--- config.mk ---
export PLATFORM = sky130hd
export DESIGN_NAME = mrs_ram
export DESIGN_NICKNAME = d
export VERILOG_FILES = /design/src/sv/modbus_rtu_register_slave_top_defines.svh /design/src/sv/mrs_ram.sv
export SDC_FILE = /design/constraint.sdc
export NUM_CORES = 2
export LEC_CHECK = 0
export BUFFER_PORTS_ARGS = -buffer_cell sky130_fd_sc_hd__buf_2
export CAP_MARGIN = 20
export CORE_ASPECT_RATIO = 1.25
export CORE_MARGIN = 5
export CORE_UTILIZATION = 40
export DETAILED_ROUTE_END_ITERATION = 10
export PLACE_DENSITY = 0.65
export SLEW_MARGIN = 10
export SYNTH_ARGS = -nofsm -noshare
export SYNTH_HDL_FRONTEND = slang
export SYNTH_SLANG_ARGS = --single-unit
--- constraint.sdc ---
create_clock -name i_clk -period 2.4 [get_ports i_clk]
set_input_delay 0 -clock i_clk [delete_from_list [all_inputs] [get_ports i_clk]]
set_output_delay 0 -clock i_clk [all_outputs]
set_load 0.05 [all_outputs]
--- src/sv/modbus_rtu_register_slave_top_defines.svh ---
// Assertion macros shared by the RTL.
`ifndef MODBUS_RTU_REGISTER_SLAVE_TOP_DEFINES_SVH
`define MODBUS_RTU_REGISTER_SLAVE_TOP_DEFINES_SVH

// Same-cycle implication, checked outside reset.
`define MRS_ASSERT_NOW(label, clk, rst_n, ante, cons, msg) \
    label: assert property (@(posedge clk) disable iff (!rst_n) (ante) |-> (cons)) \
        else $error(msg);

// Next-cycle implication, checked outside reset.
`define MRS_ASSERT_NEXT(label, clk, rst_n, ante, cons, msg) \
    label: assert property (@(posedge clk) disable iff (!rst_n) (ante) |=> (cons)) \
        else $error(msg);

`endif

--- src/sv/mrs_ram.sv ---
module mrs_ram #(
    parameter int WIDTH = 8,
    parameter int DEPTH = 256
) (
    input  logic                     i_clk,
    input  logic                     i_we,
    input  logic [$clog2(DEPTH)-1:0] i_waddr,
    input  logic [WIDTH-1:0]         i_wdata,
    input  logic [$clog2(DEPTH)-1:0] i_raddr,
    output logic [WIDTH-1:0]         o_rdata
);
    logic [WIDTH-1:0] r_mem [DEPTH];

    always_ff @(posedge i_clk) begin
        if (i_we) begin
            r_mem[i_waddr] <= i_wdata;
        end
        o_rdata <= r_mem[i_raddr];
    end
endmodule

# Yosys cells after proc, flatten, opt, wreduce, memory -nomap -nowiden
# Memory sizes are Yosys's and may differ from the RTL's. A register that Yosys moved wholly into a read port is not among the register bits.
# Index checks and enable logic that the tools add are counted.
# classes
n_mux	2
# ops
op	n
two-way mux 1 bit	2
# word_totals
mem_bits_rw	2048
reg_bits	0
wordCells	3
memories	1
output_inout_bits	8
input_bits	26
# mem_list
name	words	width	read_ports	rd_clocked_by_memory_dff	write_ports	line	source
r_mem	256	8	1	1	1	mrs_ram.sv:12	logic [WIDTH-1:0] r_mem [DEPTH];

# Longest topological paths before layout
# depth
ltp_word	2
mapped_depth	11
mapped_depth_nobuf	6

# Worst setup path after synthesis
# OpenSTA, ideal clock, no wires.
# synth_timing
kind	in2reg
start	input i_raddr[0]
end	register o_rdata[2], read port of r_mem
required_ns	2.269
cell_stages	9
path_buffers	4
slack_ns	0.462
setup_ns	0.131
arrival_time_ns	1.807
path_cell_list	buf_6 > buf_12 > buf_8 > buf_2 > mux4_2 > a22oi_1 > a21oi_1 > nor4_1 > nor4_2
# synth_lines
item	line	source
from (decl)	mrs_ram.sv:9	input logic [$clog2(DEPTH)-1:0] i_raddr,
to (decl)	mrs_ram.sv:10	output logic [WIDTH-1:0] o_rdata

==> metrics list <==
- Worst Path Arrival: 3.05 ns
* Post-Route WL: 201,000 um
- Final hold violation count: 0
- Worst-Skew Late Latency: 0.82 ns
- Setup repair after global routing missed its margin: yes
* Crit end category: flip-flop
- The run finished with clean final reports.
* CTS tree: built
- Dividing the detail-routed wire length by the instance count gives between 20 and 30 um.
- Dividing the detail-routed via count by the number of cells gives 5.70.
* Hold path startpoint: i_raddr[7]
* Initial Utilization: 40.1%
- 1st-pass router iterations: 5
* Capture instance of the worst register-to-register path: o_rdata[7]
* Setup clock skew after layout: 0.0245 ns
- Once detail routing completed, the nets flagged for antenna violations numbered 0.
- Clock-pin slew was measured on the worst setup and hold paths at 0.07 ns.
- Number of global-route vias before repair: 41,200
* Maximum vdd ir drop: 0.000711 V
- # DRC: 0
* Dpl ws: -0.989 ns
- In this run the worst path has a maximum fanout of 1.
- Syn Std Cell Area: roughly 80,000 sq um
- Counting flops with an async set or reset pin after synthesis yields a share of 0%.
* Slew headroom: 44.6%
- Number of input and output port buffers inserted: 33
* Pin count of the biggest net entering global routing: 101
- Setup slack on the critical path of the routed design comes to 0.0522 ns.
- Sequential fraction of the synthesis area: between 70% and 80%
* Library cell occupying the most area in the post-synthesis netlist: edfxtp_1
* Gp weighted congestion: 0.861
- Syn nets: 3,759
- Global router's overall resource usage: 19.1%
- 34 I/O pins were placed.
* Worst min path class: input pin to flip-flop
- Total number of vias: 40,700
* Power per cell area: 776 nW/um^2
- Number of cells on the worst hold path: 6
- After synthesis the netlist holds a flip-flop and latch count of 2,056.
- Once layout is complete, the utilization of the core stands at 47.2%.
- Max-cap violations in this run came to 0.
* Core box area: a little under 200,000 sq um
- Derived from the worst setup path, the maximum achievable clock frequency is 426 MHz.
- CTS built an H-tree with a depth of 4.
- Number of max-slew violations in the final report: 0
* Final-layout fill cell count: 16,000
* Synth unique cells: 55
* Crit Reg-Reg Startpoint: r_mem[71][7]
- Number of cell rows: 183
- Width of the die: 409 um
- Relative to the synthesized area, the layout overhead comes to 17.9%.
- The first global-routing pass estimated 291,000 um of wire.
- Hold is met by ~0.075 ns.
* Required time reported for the critical path endpoint: 3.10 ns
- Main area contributors after synthesis: edfxtp_1 77%, mux4_2 13%, mux2i_1 1.7%, nor2_1 1.3%, a22oi_1 1.3%
* Static leakage: 30.1 nW
- Count of nets after finishing: approximately 4,400
- Post-DP HPWL: 131,000 um
- Layout cells sized above 1: 32.0%
- Fraction of synthesized cell area taken by the top area cell type: between 70% and 80%
* Non-filler cells in the finished layout: 7,137
- After detailed placement, the design holds a cell count of about 6,800.
* Clock tree sinks: about 2,000
- Sink of the worst hold path: o_rdata[3]
- The number of antenna violations at the first check in global routing was 12.
- After synthesis, the mean cell area works out to 21.3 sq um.
- Initial drt markers: 4,681
- For the pin with the worst max-slew slack, the measured transition is 0.829 ns.
* Y dimension of the die: 509 um
* Overall overflow remaining after global route: 0
- Worst Setup Start Kind: flip-flop
* Clk root buf: clkbuf_16
* Flop-to-flop setup slack: 0.05 ns
* Total die area: 208,000 sq um
- The most used flip-flop cell after synthesis is edfxtp_1.
- Setup violations remaining at the end of the flow were counted as 0.
* TritonCTS Buffers: 182
- Min Tclk post-route: between 2 and 2.5 ns
- The clock passes through at most 3 buffers.
* Most used standard cells in the synthesized netlist: 2,048 x edfxtp_1, 454 x mux4_2, 282 x nor2_1, 134 x mux2i_1, 133 x a22oi_1
- Critical Path Source: r_mem[71][7]
- Most common cell in the synthesized netlist: edfxtp_1
- Worst R2R Path Depth: 6
- Post-synth EDFFs: 2,048
- Power comes to 72.8 mW.
- Ratio of final minimum period to clock period: 97.8%
* Yosys synthesis warning count: 0
* Count of mapped cells out of synthesis: 3,733
- By startpoint and endpoint, the worst setup path is classified as flip-flop to flip-flop.
## sequential cells by signal, indices dropped and copies added, names as in the netlist
register / count
o_rdata: 8
r_mem: 2048
## cells in the final DEF (no fill, tap or decap), types with 5 or more instances in the layout
cell,instances
nor2b_1,27
mux4_2,455
nand2b_1,8
dlygate4sd3_1,18
a211oi_1,15
nor2_1,278
o22a_1,5
inv_6,6
buf_4,570
clkinv_1,39
bufinv_16,17
o22ai_1,28
a22o_1,7
a22oi_1,133
dfxtp_1,8
nand4_1,10
nor3_1,17
and2_1,6
nor4_2,6
a221oi_1,10
o21ai_0,10
clkinv_8,7
edfxtp_1,2048
clkinvlp_4,9
buf_12,79
mux2i_1,134
o221ai_1,46
clkbuf_1,26
buf_8,8
nand2_1,33
nor4_1,17
a21oi_1,95
diode_2,6
clkbuf_16,183
buf_2,23
clkinv_2,48
nand3_1,34
o211ai_1,10
## repair_timing
action                                   CTS  global route
hold endpoints to repair                1877             0
hold buffers                              18             0
gates resized for setup                   22             6
pin swaps                                  4             9
endpoints found under the setup margin     7             7
buffers inserted                           0             0
## logic make-up after synthesis
logic type,count (synthesis),share of synthesized area [%]
compound gates,385,3.42
mux,591,14.6
flops,2056,77.5
simple gates,466,2.63
buf+inv,235,1.83
## routing by layer
metal / GRT usage [%] / wire [um] / share of wire, %
met3: 3.09 / 13100 / 6.5
met2: 33.0 / 103000 / 51
met5: 0 / 24 / 0.012
met1: 24.3 / 77000 / 38
met4: 7.26 / 7700 / 3.8
## where the power goes
group / leakage [nW] / total [mW] / switching [mW] / internal (mW)
logic: 8.72 / 4.22 / 2.55 / 1.67
clock network: 2.90 / 29.0 / 13.0 / 15.9
registers: 18.5 / 39.6 / 0.0467 / 39.6
total: 30.1 / 72.8 / 15.6 / 57.2
## worst max-delay path by stage
| stage | slack (ns) | cells after the start | end |
|---|---|---|---|
| after CTS | -0.04 | 7 | o_rdata[2] |
| after global placement | -1.02 | 12 | o_rdata[2] |
| after floorplan | 0.46 | 9 | o_rdata[2] |
| final | 0.05 | 6 | o_rdata[7] |
| after detailed placement | -0.99 | 12 | o_rdata[2] |
| after global routing | -0.005 | 6 | o_rdata[7] |
## layout make-up
cell class | instances | area [sq um] | share of cell area, %
sequential | 2056 | 61700 | 65.7
inverter | 2 | 7.51 | 0.00800
tap | 2590 | 3240 | 3.46
clock inverter | 132 | 1230 | 1.32
timing repair buffer | 700 | 6300 | 6.72
clock buffer | 209 | 4680 | 4.99
multi-input combinational | 1442 | 16700 | 17.8
antenna | 6 | 15.0 | 0.0160
## critical path: stages, from the launching register on
cell and delay (ns):
edfxtp_1 0.37, mux4_2 0.53, mux4_2 0.54, nor2b_1 0.19, nor4_4 0.34, buf_4 0.22, nor4_1 0.04
## through the flow
stage | setup TNS [ns] | instance area [sq um]
2_1_floorplan | 0 | 79600
3_3_place_gp | -4.82 | 87500
3_5_place_dp | -4.93 | 87500
4_1_cts | -0.0480 | 93700
5_1_grt | -0.00546 | 93800
6_report | 0 | 93800
(Power assumes the default switching activity.)
