$ cat src/sv/modbus_rtu_register_slave_top_defines.svh
// Assertion macros shared by the RTL.
`ifndef MODBUS_RTU_REGISTER_SLAVE_TOP_DEFINES_SVH
`define MODBUS_RTU_REGISTER_SLAVE_TOP_DEFINES_SVH

// Same-cycle implication, checked outside reset.
`define MRS_ASSERT_NOW(label, clk, rst_n, ante, cons, msg) \
    label: assert property (@(posedge clk) disable iff (!rst_n) (ante) |-> (cons)) \
        else $error(msg);

// Next-cycle implication, checked outside reset.
`define MRS_ASSERT_NEXT(label, clk, rst_n, ante, cons, msg) \
    label: assert property (@(posedge clk) disable iff (!rst_n) (ante) |=> (cons)) \
        else $error(msg);

`endif

$ cat src/sv/mrs_pkg.sv
package mrs_pkg;

    localparam int MAX_FRAME   = 256;
    localparam int REPLY_DEPTH = 256;
    localparam int BANK_DEPTH  = 256;
    localparam int BANK_AW     = $clog2(BANK_DEPTH);
    localparam int MIN_FRAME   = 4;
    localparam int MAX_READ    = 125;
    localparam int MAX_WRITE   = 123;
    localparam int HDR_LEN     = 7;

    localparam logic [1:0] CMD_RX   = 2'd0;
    localparam logic [1:0] CMD_PULL = 2'd1;
    localparam logic [1:0] CMD_LWR  = 2'd2;
    localparam logic [1:0] CMD_LRD  = 2'd3;

    localparam logic [1:0] CFG_SLAVE_ADDR = 2'd0;
    localparam logic [1:0] CFG_BANK_BASE  = 2'd1;
    localparam logic [1:0] CFG_BANK_SIZE  = 2'd2;

    localparam logic [2:0] ST_REPLY     = 3'd0;
    localparam logic [2:0] ST_IGNORED   = 3'd1;
    localparam logic [2:0] ST_DROPPED   = 3'd2;
    localparam logic [2:0] ST_EXCEPTION = 3'd3;
    localparam logic [2:0] ST_OVERFLOW  = 3'd4;

    localparam logic [7:0] FC_READ_HOLD   = 8'd3;
    localparam logic [7:0] FC_READ_INPUT  = 8'd4;
    localparam logic [7:0] FC_WRITE_ONE   = 8'd6;
    localparam logic [7:0] FC_WRITE_MULTI = 8'd16;

    localparam logic [7:0] EXC_FUNCTION = 8'd1;
    localparam logic [7:0] EXC_ADDRESS  = 8'd2;
    localparam logic [7:0] EXC_VALUE    = 8'd3;

    typedef struct packed {
        logic        tx_valid;
        logic [7:0]  tx_byte;
        logic        tx_last;
        logic        frame_done;
        logic [2:0]  frame_status;
        logic        local_ok;
        logic [15:0] read_value;
    } t_result;

    typedef struct packed {
        logic               we;
        logic [BANK_AW-1:0] waddr;
        logic [15:0]        wdata;
        logic [BANK_AW-1:0] raddr;
    } t_bank_req;

    function automatic logic [15:0] crc_byte(input logic [15:0] c, input logic [7:0] b);
        logic [15:0] x;
        x = c ^ {8'h00, b};
        for (int k = 0; k < 8; k++) begin
            x = x[0] ? ((x >> 1) ^ 16'hA001) : (x >> 1);
        end
        return x;
    endfunction

    function automatic logic range_ok(input logic [15:0] start, input logic [6:0] cnt,
                                      input logic [15:0] base, input logic [8:0] used);
        logic [17:0] e;
        logic [17:0] l;
        e = {2'b00, start} + {11'd0, cnt};
        l = {2'b00, base} + {9'd0, used};
        return (start >= base) && (e <= l);
    endfunction

endpackage

$ cat src/sv/mrs_bank.sv
module mrs_bank (
    input  logic               i_clk,
    input  logic               i_rst_n,
    input  mrs_pkg::t_bank_req i_req,
    output logic [15:0]        o_rdata
);
    import mrs_pkg::*;

    logic [15:0]           r_mem [BANK_DEPTH];
    logic [BANK_DEPTH-1:0] r_vld;
    logic [15:0]           r_rd;
    logic                  r_rd_vld;

    always_ff @(posedge i_clk) begin
        if (i_req.we) begin
            r_mem[i_req.waddr] <= i_req.wdata;
        end
        r_rd <= r_mem[i_req.raddr];
    end

    // entries never written read as zero
    always_ff @(posedge i_clk) begin
        if (!i_rst_n) begin
            r_vld    <= '0;
            r_rd_vld <= 1'b0;
        end else begin
            if (i_req.we) begin
                r_vld[i_req.waddr] <= 1'b1;
            end
            r_rd_vld <= r_vld[i_req.raddr];
        end
    end

    assign o_rdata = r_rd_vld ? r_rd : 16'd0;
endmodule

$ cat config.mk
export PLATFORM = sky130hd
export DESIGN_NAME = mrs_bank
export DESIGN_NICKNAME = d
export VERILOG_FILES = /design/src/sv/modbus_rtu_register_slave_top_defines.svh /design/src/sv/mrs_pkg.sv /design/src/sv/mrs_bank.sv
export SDC_FILE = /design/constraint.sdc
export NUM_CORES = 2
export LEC_CHECK = 0
export ABC_CLOCK_PERIOD_IN_PS = 8670
export BUFFER_PORTS_ARGS = -buffer_cell sky130_fd_sc_hd__buf_4
export CORE_AREA = 2 2 383 764
export DETAILED_ROUTE_END_ITERATION = 8
export DIE_AREA = 0 0 385 766
export PLACE_DENSITY = 0.73
export SETUP_SLACK_MARGIN = 0.05
export SLEW_MARGIN = 20
export SYNTH_ARGS = -nofsm -noshare
export SYNTH_HDL_FRONTEND = slang
export SYNTH_SLANG_ARGS = --single-unit
$ cat constraint.sdc
create_clock -name i_clk -period 8.67 [get_ports i_clk]
set_clock_uncertainty 0.15 [all_clocks]
set_input_delay 1.3005 -clock i_clk [delete_from_list [all_inputs] [get_ports i_clk]]
set_output_delay 1.3005 -clock i_clk [all_outputs]
set_load 0.02 [all_outputs]
Yosys cells after proc, flatten, opt, wreduce, memory -nomap -nowiden

Memories as Yosys holds them, arrays and structs flattened. A register that Yosys moved wholly into a read port is not among the register bits.
Cells that the tools add are included.

Magnitude comparators: 3
Muxes and demuxes: 7
Bitwise logic cells: 1
Reductions and logical operators: 1

Operator list:

| operator                                                           | count |
|---|---|
| bitwise OR 256 bit                                                 | 1 |
| less-than comparator 8 x 9 -> 1 bit (second input constant)        | 2 |
| two-way mux 16 bit                                                 | 1 |
| binary-select mux 1 bit (select 8 bit)                             | 1 |
| demux 1 bit (select 8 bit)                                         | 1 |
| greater-or-equal comparator 8 x 1 -> 1 bit (second input constant) | 1 |
| two-way mux 1 bit                                                  | 4 |
| logical AND 1 bit                                                  | 1 |

Register bits after elaboration: 257
Bits in writable memories: 4,096
Bits of input ports: 35
Output and inout port bits: 16
Word-level logic and storage cells: 15
Memories: 1

Memories:

| name  | depth | bits a word | read ports | clocked after Yosys merged registers in | write ports | RTL line      | RTL |
|---|---|---|---|---|---|---|---|
| r_mem | 256   | 16          | 1          | 1                                       | 1           | mrs_bank.sv:9 | `logic [15:0] r_mem [BANK_DEPTH];` |

Longest topological paths before layout

Depth after elaboration: 5
Gate-level depth with buffers: 13
Mapped depth without buffers: 6

Worst setup path after synthesis

No wires, ideal clock.

Path type: input-to-reg
Start point: input i_req[32] in the netlist's numbering
End point: memory r_mem[207][0] (enable)
Data arrival time: 3,273 ps
Path slack: 4,857 ps
Stages: 5
Cells stage by stage: clkbuf_1 or4b_2 clkbuf_1 clkbuf_1 nor2_1

Word-level cells in the longest chain between the ends: 2

RTL lines:

| item                                    | RTL line       | RTL |
|---|---|---|
| start: declaration                      | mrs_bank.sv:4  | `input mrs_pkg::t_bank_req i_req,` |
| two-way mux 1 bit                       | mrs_bank.sv:15 | `if (i_req.we) begin` |
| two-way mux 1 bit (implied by the code) | mrs_bank.sv:16 | `r_mem[i_req.waddr] <= i_req.wdata;` |
| end: declaration                        | mrs_bank.sv:9  |  |

No other way between the ends.

==> reports/qor.yml <==
synth:
  yosys.area.top_type: "edfxtp_1"
  synth_ff_type: "edfxtp_1"
  synth_cell_types: 53
  async_flop_share_pct: 0
  syn-instance-count: 7375
  synth.avg_cell_area_um2: 22.61
  ys_warn_count: 0
  yosys-top-cells-area: "edfxtp_1 74%, mux4_2 16%, dfxtp_1 3.3%"
  ys_seq_elements: 4369
  synth.most_common_cell: "edfxtp_1"
  synthTopCellsByCount: "4096 x edfxtp_1, 1171 x mux4_2, 329 x mux2i_1"
  synth_edf_count: 4096
  seq_area_frac_synth_pct: 77.05
  synth_top_area_share_pct: 73.77
  syn-cell-area_um2: 166700
  syn_nets: 7410
setup_path:
  path_cells: "buf_16, buf_12, mux4_2, mux2i_1, a22oi_1, nand4_1, or4_1, nor2_1"
  slowest_stage: "a22oi_1"
  required_ps: 9380
  end_kind: "register"
  path_class: "primary input to register"
  crit_fanout: 77
  cp-start-kind: "primary input"
  slowest_delay_ps: 990
  cp.arrival_ps: 5990
die:
  die_h_um: 766
  initial_core_util_pct: 57.75
  row_count: 279
  io_pins: 51
  coreArea_um2: 288700
  die-area_um2: 294900
  fp.dieW_um: 385
global_route:
  grt_pass1_wl_mm: 649.6
  antenna_found_initial: 33
  grtUsageTotal_pct: 32.13
  grt_max_degree: 173
  grt_pass1_vias: 83070
  grt-ovfl-total: 0
power:
  ir_drop_mv: 0.3405
  power.density_nw_per_um2: 224.6
  p_leak_nw: 58.17
route:
  drcViolationCount: 2
  ant_nets: 0
  dr.first_iter.drc_count: 11240
  vias: 82430
  wl_per_cell_um: 39.82
  drt_first_pass_iters: 9
  avgViaCountPerCell: 6.972
  wl_mm: 470.8
sta:
  clock.fmax_mhz: 189.4
  fin_ws_ps: 3390
  rsz0062_at_grt: "no"
  setup_viol: 0
  min_period_ps: 5280
  drv_slew: 0
  worst_pin_slew_ps: 1390
  setup_tns_ps: 0
  period_share_pct: 60.90
  finalHoldViolCount: 0
  timing.slew.headroom_pct: 7.324
final_layout:
  nFillCells: 18210
  final_area_um2: 185300
  multiInputGateArea_um2: 36660
  final_core_util_pct: 64.20
  areaGrowthSynthToFinish_pct: 11.16
  fin_nets: 7761
  regArea_um2: 128500
  drive_above_1_share_pct: 28.34
  instances_no_fill: 11820
clocking:
  h-tree-depth: 5
  cts_setup_buffers: 0
  cts_tree: "yes"
  cts_made_buffers: 346
  clk_path_buf_depth: 4
  cts_resized: 0
  cts_root_buf: "clkbuf_16"
  hold_buffers: 0
  clock_latency_ps: 950
  cts.sinks: 4369
  path_clk_slew_ps: 70
placed_design:
  hpwl_mm: 288.3
  post-place-ws_ps: 2736
  placed_area_um2: 173600
  dp_cells: 11170
  io_buffers: 50
  place_congestion: 0.9570
run:
  drv_cap: 0
status:
  status: "complete, but fails checks"
  violations: "design-rule violations"
worst_hold_path:
  hp-class: "register to register"
-- critical path: cells and delay by family --
kind                   cells  cell delay (ps)
AND/OR/NAND/NOR            3             1960
buffers and inverters      2             1050
AO/OA/AOI/OAI              1              990
multiplexers               2              500
-- placed cells by master, fill, tap and decap left out, drive strengths merged, types with 35 or more instances in the layout --
master  netlist  layout
edfxtp     4096    4096
mux4       1171    1171
clkbuf      162     435
buf         266     415
mux2i       329     329
nor2        311     311
dfxtp       273     273
o21a        256     256
clkinv        1     131
a22oi       120     120
nand2        58      58
o22ai        54      54
bufinv        0      46
nand4        40      40
nand3        35      35
-- kinds of logic (layout without fill, tap and decap cells) --
| family | Yosys count | in the layout | share of synthesized area (%) |
|---|---|---|---|
| mux | 1506 | 1506 | 17.83 |
| simple gates | 544 | 544 | 1.488 |
| buf+inv | 432 | 1064 | 1.303 |
| compound gates | 524 | 524 | 2.327 |
| other cells | 0 | 22 | 0 |
| flops | 4369 | 4369 | 77.05 |
-- registers in the layout, indices dropped and copies added (netlist names) --
register  count
r_vld       256
r_mem      4096
r_rd         16
r_rd_vld      1
-- cell type report --
class	count	share of cell area [%]
flip-flops and latches	4369	69.31
multi-input cells	2574	19.78
clock buffers	420	4.983
well taps	3793	2.561
repair buffers	431	2.063
clock inverters	209	1.262
diodes	22	0.02970
inverters	4	0.01215
-- final timing paths --
check / slack (ps) / from / cells past startpoint / endpoint
worst min register to register: 310 / r_vld[78]$_SDFFE_PN0P_ / 1 / r_vld[78]$_SDFFE_PN0P_
worst min-delay path: 310 / r_vld[78]$_SDFFE_PN0P_ / 1 / r_vld[78]$_SDFFE_PN0P_
worst max register to register: 4790 / r_mem[225][6]$_DFFE_PP_ / 6 / r_rd[6]$_DFF_P_
worst max-delay path: 3390 / i_req[0] / 8 / r_rd[6]$_DFF_P_
-- report_power, final --
part	total, mW	internal (mW)	switching [mW]
Sequential	23.1	23.1	0.0436
Clock	16.4	9.02	7.38
Combinational	2.10	0.712	1.39
-- per-stage QoR --
stage | power, mW | hold slack [ps]
6_report | 41.62 | 313.2
5_1_grt | 42.44 | 328.4
4_1_cts | 41.71 | 312.6
3_5_place_dp | 25.65 | 297.6
3_3_place_gp | 25.60 | 291.2
2_1_floorplan | 24.64 | 285.2
-- metal layers --
metal	wire (um)	vias to the layer above	track usage [%]
met4	51040	24	27.92
li1	-	31880	-
met2	237300	5410	52.98
met3	38870	1397	5.784
met5	215	-	0.1819
met1	143400	43710	35.90
Power figures use the tool's default switching activity.
